<file path="src/rtl/core/tty_line_discipline_macros.svh">
// ----------------------------------------------------------------------------
// TTY line discipline assertion macros
// Shorthand for clocked checks on clock with reset as the disable condition.
// ----------------------------------------------------------------------------
`ifndef TTY_LINE_DISCIPLINE_MACROS_SVH
`define TTY_LINE_DISCIPLINE_MACROS_SVH

// same-cycle implication
`define TTYLD_ASSERT_NOW(label, ante, cons) \
   label: assert property (@(posedge clock) disable iff (reset) (ante) |-> (cons)) \
      else $error("tty line discipline check failed");

// next-cycle implication
`define TTYLD_ASSERT_NEXT(label, ante, cons) \
   label: assert property (@(posedge clock) disable iff (reset) (ante) |=> (cons)) \
      else $error("tty line discipline check failed");

`endif

</file>
<file path="src/rtl/core/ttyld_ram.sv">
// ----------------------------------------------------------------------------
// TTY line discipline RAM
// Simple dual-port synchronous memory, one write and one registered read.
// ----------------------------------------------------------------------------
`default_nettype none

module ttyld_ram #(
   parameter int DEPTH = 256,
   parameter int WIDTH = 8
) (
   input  wire logic                     clock,
   input  wire logic                     wr_en,
   input  wire logic [$clog2(DEPTH)-1:0] wr_addr,
   input  wire logic [WIDTH-1:0]         wr_data,
   input  wire logic                     rd_en,
   input  wire logic [$clog2(DEPTH)-1:0] rd_addr,
   output logic      [WIDTH-1:0]         rd_data
);

   logic [WIDTH-1:0] mem [DEPTH];

   always_ff @(posedge clock) begin
      if (wr_en) begin
         mem[wr_addr] <= wr_data;
      end
   end

   always_ff @(posedge clock) begin
      if (rd_en) begin
         rd_data <= mem[rd_addr];
      end
   end

endmodule

`default_nettype wire

</file>
<file path="config.mk">
export PLATFORM = sky130hd
export DESIGN_NAME = ttyld_ram
export DESIGN_NICKNAME = d
export VERILOG_FILES = /design/src/rtl/core/tty_line_discipline_macros.svh /design/src/rtl/core/ttyld_ram.sv
export SDC_FILE = /design/constraint.sdc
export NUM_CORES = 2
export LEC_CHECK = 0
export ABC_CLOCK_PERIOD_IN_PS = 3010
export BUFFER_PORTS_ARGS = -buffer_cell sky130_fd_sc_hd__buf_2
export CAP_MARGIN = 20
export CORE_MARGIN = 1.5
export CORE_UTILIZATION = 40
export DETAILED_ROUTE_END_ITERATION = 10
export PLACE_DENSITY = 0.58
export SYNTH_ARGS = -nofsm -noshare
export SYNTH_HDL_FRONTEND = slang
export SYNTH_SLANG_ARGS = --single-unit
</file>
<file path="constraint.sdc">
create_clock -name clock -period 3.01 [get_ports clock]
set_input_delay 0.602 -clock clock [delete_from_list [all_inputs] [get_ports clock]]
set_output_delay 0.602 -clock clock [all_outputs]
set_load 0.03 [all_outputs]
</file>
==> run_summary.xml <==
<?xml version="1.0" encoding="UTF-8"?>
<metrics>
  <group name="status">
    <metric name="status" unit="">finished clean</metric>
  </group>
  <group name="route">
    <metric name="drt_drc_violations_left" unit="">0</metric>
    <metric name="drt_iter0_markers" unit="">4909</metric>
    <metric name="total_number_of_vias" unit="">40422</metric>
    <metric name="wirelength" unit="um">206000</metric>
    <metric name="route.detailed.wl_per_inst" unit="um">28.6</metric>
    <metric name="firstDrtPassIters" unit="">5</metric>
    <metric name="via_per_inst" unit="">5.62</metric>
    <metric name="antenna_violating_nets_post_route" unit="">0</metric>
  </group>
  <group name="setup_path">
    <metric name="cp_data_required_time" unit="ns">3.60</metric>
    <metric name="timing.critical_path.from_type" unit="">input pin</metric>
    <metric name="rr_worst_depth" unit="">7</metric>
    <metric name="reg2reg_from" unit="">mem[83][3]</metric>
    <metric name="timing.critical_path.arrival" unit="ns">3.53</metric>
    <metric name="timing_worst_setup_path_type" unit="">input pin to flip-flop</metric>
    <metric name="critical_path.startpoint" unit="">rd_addr[4]</metric>
    <metric name="crit_fanout" unit="">13</metric>
    <metric name="critical_path.endpoint_type" unit="">flip-flop</metric>
  </group>
  <group name="cells_and_area">
    <metric name="number_of_nets_in_the_layout" unit="">4420</metric>
    <metric name="post_route_cells_drive_above_1_share" unit="%">31.5</metric>
    <metric name="final_cell_area" unit="um2">94000</metric>
    <metric name="multi_input_area" unit="um2">16500</metric>
    <metric name="nFillCells" unit="">16222</metric>
    <metric name="sequential_cell_area" unit="um2">61700</metric>
    <metric name="synthToLayoutAreaGrowth" unit="%">18.1</metric>
  </group>
  <group name="timing">
    <metric name="max_slew.worst_pin.slew" unit="ns">0.962</metric>
    <metric name="fin_tns_setup" unit="ns">0</metric>
    <metric name="fmax" unit="MHz">340</metric>
    <metric name="drv_slew" unit="">0</metric>
    <metric name="min_period_over_period" unit="%">97.8</metric>
    <metric name="timing.final.hold_violations" unit="">0</metric>
    <metric name="worst_hold_slack" unit="ns">0.181</metric>
    <metric name="worst_clock_skew" unit="ns">0.0391</metric>
    <metric name="worst_slew_margin_rel" unit="%">35.2</metric>
    <metric name="final.setup.worst_slack" unit="ns">0.0656</metric>
    <metric name="grt_setup_unrepaired" unit="">false</metric>
    <metric name="setup_viol" unit="">0</metric>
    <metric name="layout_min_cycle_time" unit="ns">2.94</metric>
  </group>
  <group name="clock_tree">
    <metric name="cts_htree_levels" unit="">4</metric>
    <metric name="later_pin_clock_latency_in_the_skew_report" unit="ns">0.84</metric>
    <metric name="clkTransAtPathRegs" unit="ns">0.06</metric>
    <metric name="cts_tree" unit="">done</metric>
    <metric name="cts_root_buffer" unit="">sky130_fd_sc_hd__clkbuf_16</metric>
    <metric name="cts-hold-fix-buffers" unit="">0</metric>
    <metric name="cts_made_buffers" unit="">203</metric>
    <metric name="cts_sink_count" unit="">2056</metric>
    <metric name="clock_tree.buffer_depth" unit="">3</metric>
  </group>
  <group name="synthesis">
    <metric name="share_of_synthesized_flip_flops_with_an_asynchronous_set_or_reset" unit="%">0</metric>
    <metric name="synth-seq-cells" unit="">2056</metric>
    <metric name="cell_area_after_synthesis" unit="um2">79600</metric>
    <metric name="synth_area_per_cell" unit="um2">21.3</metric>
    <metric name="syn-num-nets" unit="">3760</metric>
    <metric name="yosysWarningCount" unit="">0</metric>
    <metric name="synth.lib_cells_used.distinct" unit="">54</metric>
    <metric name="synth.yosys.seq_area_share" unit="%">77.5</metric>
    <metric name="most_frequently_used_flop_master_after_synthesis" unit="">sky130_fd_sc_hd__edfxtp_1</metric>
    <metric name="postSynthCellCount" unit="">3733</metric>
    <metric name="synth_edf_count" unit="">2056</metric>
  </group>
  <group name="placement">
    <metric name="routabilityCongestion" unit="">0.852</metric>
    <metric name="buffer_ports.inserted" unit="">34</metric>
    <metric name="postPlaceCellArea" unit="um2">87700</metric>
    <metric name="detailed_place_hpwl" unit="um">133000</metric>
    <metric name="place_worst_setup_slack" unit="ns">-0.903</metric>
  </group>
  <group name="grt">
    <metric name="track_usage" unit="%">20.3</metric>
    <metric name="grt_start_max_net_pins" unit="">104</metric>
    <metric name="number_of_global_route_vias_before_repair" unit="">40875</metric>
    <metric name="wire_length_of_the_first_global_routing_pass" unit="um">297000</metric>
    <metric name="global_route.overflow_total" unit="">0</metric>
    <metric name="antenna_found_initial" unit="">16</metric>
  </group>
  <group name="floorplan">
    <metric name="ioPinCount" unit="">35</metric>
    <metric name="die_height" unit="um">449</metric>
    <metric name="floorplan.initialDensity" unit="%">40.3</metric>
    <metric name="number_of_standard_cell_rows_in_the_floorplan" unit="">163</metric>
    <metric name="die_area" unit="um2">202000</metric>
    <metric name="die_width" unit="um">449</metric>
    <metric name="fp.coreArea" unit="um2">198000</metric>
  </group>
  <group name="power">
    <metric name="leakage_power_summed_over_all_cells" unit="nW">30.2</metric>
    <metric name="power_total" unit="mW">59.2</metric>
    <metric name="power-per-cell-area" unit="nW/um2">630</metric>
    <metric name="irDropWorstVdd" unit="V">0.000537</metric>
  </group>
  <group name="worst_hold_path">
    <metric name="whs_path_depth" unit="">1</metric>
    <metric name="min-delay-path-class" unit="">input pin to flip-flop</metric>
    <metric name="timing.hold.worst.start" unit="">wr_data[6]</metric>
  </group>
  <group name="job">
    <metric name="timing.max_cap.violations" unit="">0</metric>
  </group>
</metrics>
-- kinds of logic (layout without fill, tap and decap cells) --
logic type / after synthesis / in the layout / share of synthesized area, %
flip-flops: 2056 / 2056 / 77.5
multiplexers: 591 / 591 / 14.6
AND/OR/NAND/NOR: 466 / 466 / 2.63
AO/OA/AOI/OAI: 385 / 385 / 3.42
buffers and inverters: 235 / 1050 / 1.83
other: 0 / 5 / 0
-- routing by layer --
| layer | up-vias | track usage [%] | part of all wire (%) |
|---|---|---|---|
| li1 | 17050 | - | - |
| met1 | 21599 | 28.5 | 42 |
| met2 | 1462 | 33.2 | 49 |
| met3 | 309 | 2.78 | 6.0 |
| met4 | 2 | 5.81 | 2.7 |
| met5 | - | 0 | 0.0039 |
-- critical path, stage by stage --
cell and delay (ns):
sky130_fd_sc_hd__buf_2 0.47, sky130_fd_sc_hd__buf_4 0.37, sky130_fd_sc_hd__nand2_1 0.36, sky130_fd_sc_hd__o22ai_1 0.41
sky130_fd_sc_hd__nor3_1 0.15, sky130_fd_sc_hd__nor4_1 0.78, sky130_fd_sc_hd__buf_4 0.28, sky130_fd_sc_hd__nor4_2 0.05
-- layout make-up --
type | count | share of cell area, %
Sequential cell | 2056 | 65.7
Multi-Input combinational cell | 1442 | 17.5
Timing Repair Buffer | 688 | 6.55
Clock buffer | 248 | 5.70
Tap cell | 2640 | 3.51
Clock inverter | 112 | 1.01
Antenna cell | 5 | 0.0133
Inverter | 2 | 0.00798
-- sequential cells by signal, indices dropped and copies added, names as in the netlist --
name,cells
rd_data,8
mem,2048
-- final timing paths --
check / slack [ns] / end
setup / recovery: 0.07 / rd_data[2]
setup reg to reg: 0.07 / rd_data[3]
hold / removal: 0.18 / mem[91][6]
hold reg to reg: 1.16 / rd_data[5]
-- layout by cell type (no fill, tap or decap), types with 29 or more instances in the layout --
cell type,netlist,final
sky130_fd_sc_hd__edfxtp_1,2056,2056
sky130_fd_sc_hd__buf_4,27,578
sky130_fd_sc_hd__mux4_2,454,454
sky130_fd_sc_hd__nor2_1,282,279
sky130_fd_sc_hd__clkbuf_16,0,208
sky130_fd_sc_hd__mux2i_1,134,134
sky130_fd_sc_hd__a22oi_1,133,133
sky130_fd_sc_hd__a21oi_1,96,96
sky130_fd_sc_hd__buf_12,8,78
sky130_fd_sc_hd__clkinv_1,1,53
sky130_fd_sc_hd__o221ai_1,46,46
sky130_fd_sc_hd__clkbuf_1,111,40
sky130_fd_sc_hd__nand3_1,34,34
sky130_fd_sc_hd__nand2_1,33,33
sky130_fd_sc_hd__clkinv_2,0,29
-- metrics by stage --
step                std cells  util (%)
floorplan                3733         -
global placement         6828      44.4
detailed placement       6828      44.4
CTS                      7188      47.6
global route             7189      47.6
finish                   7193      47.6
-- synth_stat cells (16+ instances only) --
| cell type | n | area share, % |
|---|---|---|
| sky130_fd_sc_hd__clkbuf_1 | 111 | 0.52 |
| sky130_fd_sc_hd__nor4_1 | 24 | 0.19 |
| sky130_fd_sc_hd__a22oi_1 | 133 | 1.3 |
| sky130_fd_sc_hd__o22ai_1 | 28 | 0.22 |
| sky130_fd_sc_hd__buf_2 | 31 | 0.19 |
| sky130_fd_sc_hd__nand3_1 | 34 | 0.21 |
| sky130_fd_sc_hd__mux4_2 | 454 | 13 |
| sky130_fd_sc_hd__buf_6 | 21 | 0.30 |
| sky130_fd_sc_hd__nor3_1 | 22 | 0.14 |
| sky130_fd_sc_hd__edfxtp_1 | 2056 | 78 |
| sky130_fd_sc_hd__a21oi_1 | 96 | 0.60 |
| sky130_fd_sc_hd__buf_4 | 27 | 0.25 |
| sky130_fd_sc_hd__buf_1 | 22 | 0.10 |
| sky130_fd_sc_hd__a211oi_1 | 16 | 0.15 |
| sky130_fd_sc_hd__o221ai_1 | 46 | 0.51 |
| sky130_fd_sc_hd__mux2i_1 | 134 | 1.7 |
| sky130_fd_sc_hd__nand2_1 | 33 | 0.16 |
| sky130_fd_sc_hd__nor2b_1 | 31 | 0.24 |
| sky130_fd_sc_hd__nor2_1 | 282 | 1.3 |
-- repair_timing --
| item | 4_1_cts | 5_1_grt |
|---|---|---|
| resized for setup | 1 | 0 |
| endpoints found under the setup margin | 1 | 0 |
| setup buffers | 0 | 0 |
-- where the power goes --
part           total [mW]  internal (mW)  switching (mW)
clock network        24.4           13.8            10.5
logic                3.25           1.29            1.96
registers            31.6           31.6          0.0499
No activity file was read; power rests on OpenSTA's default activity.
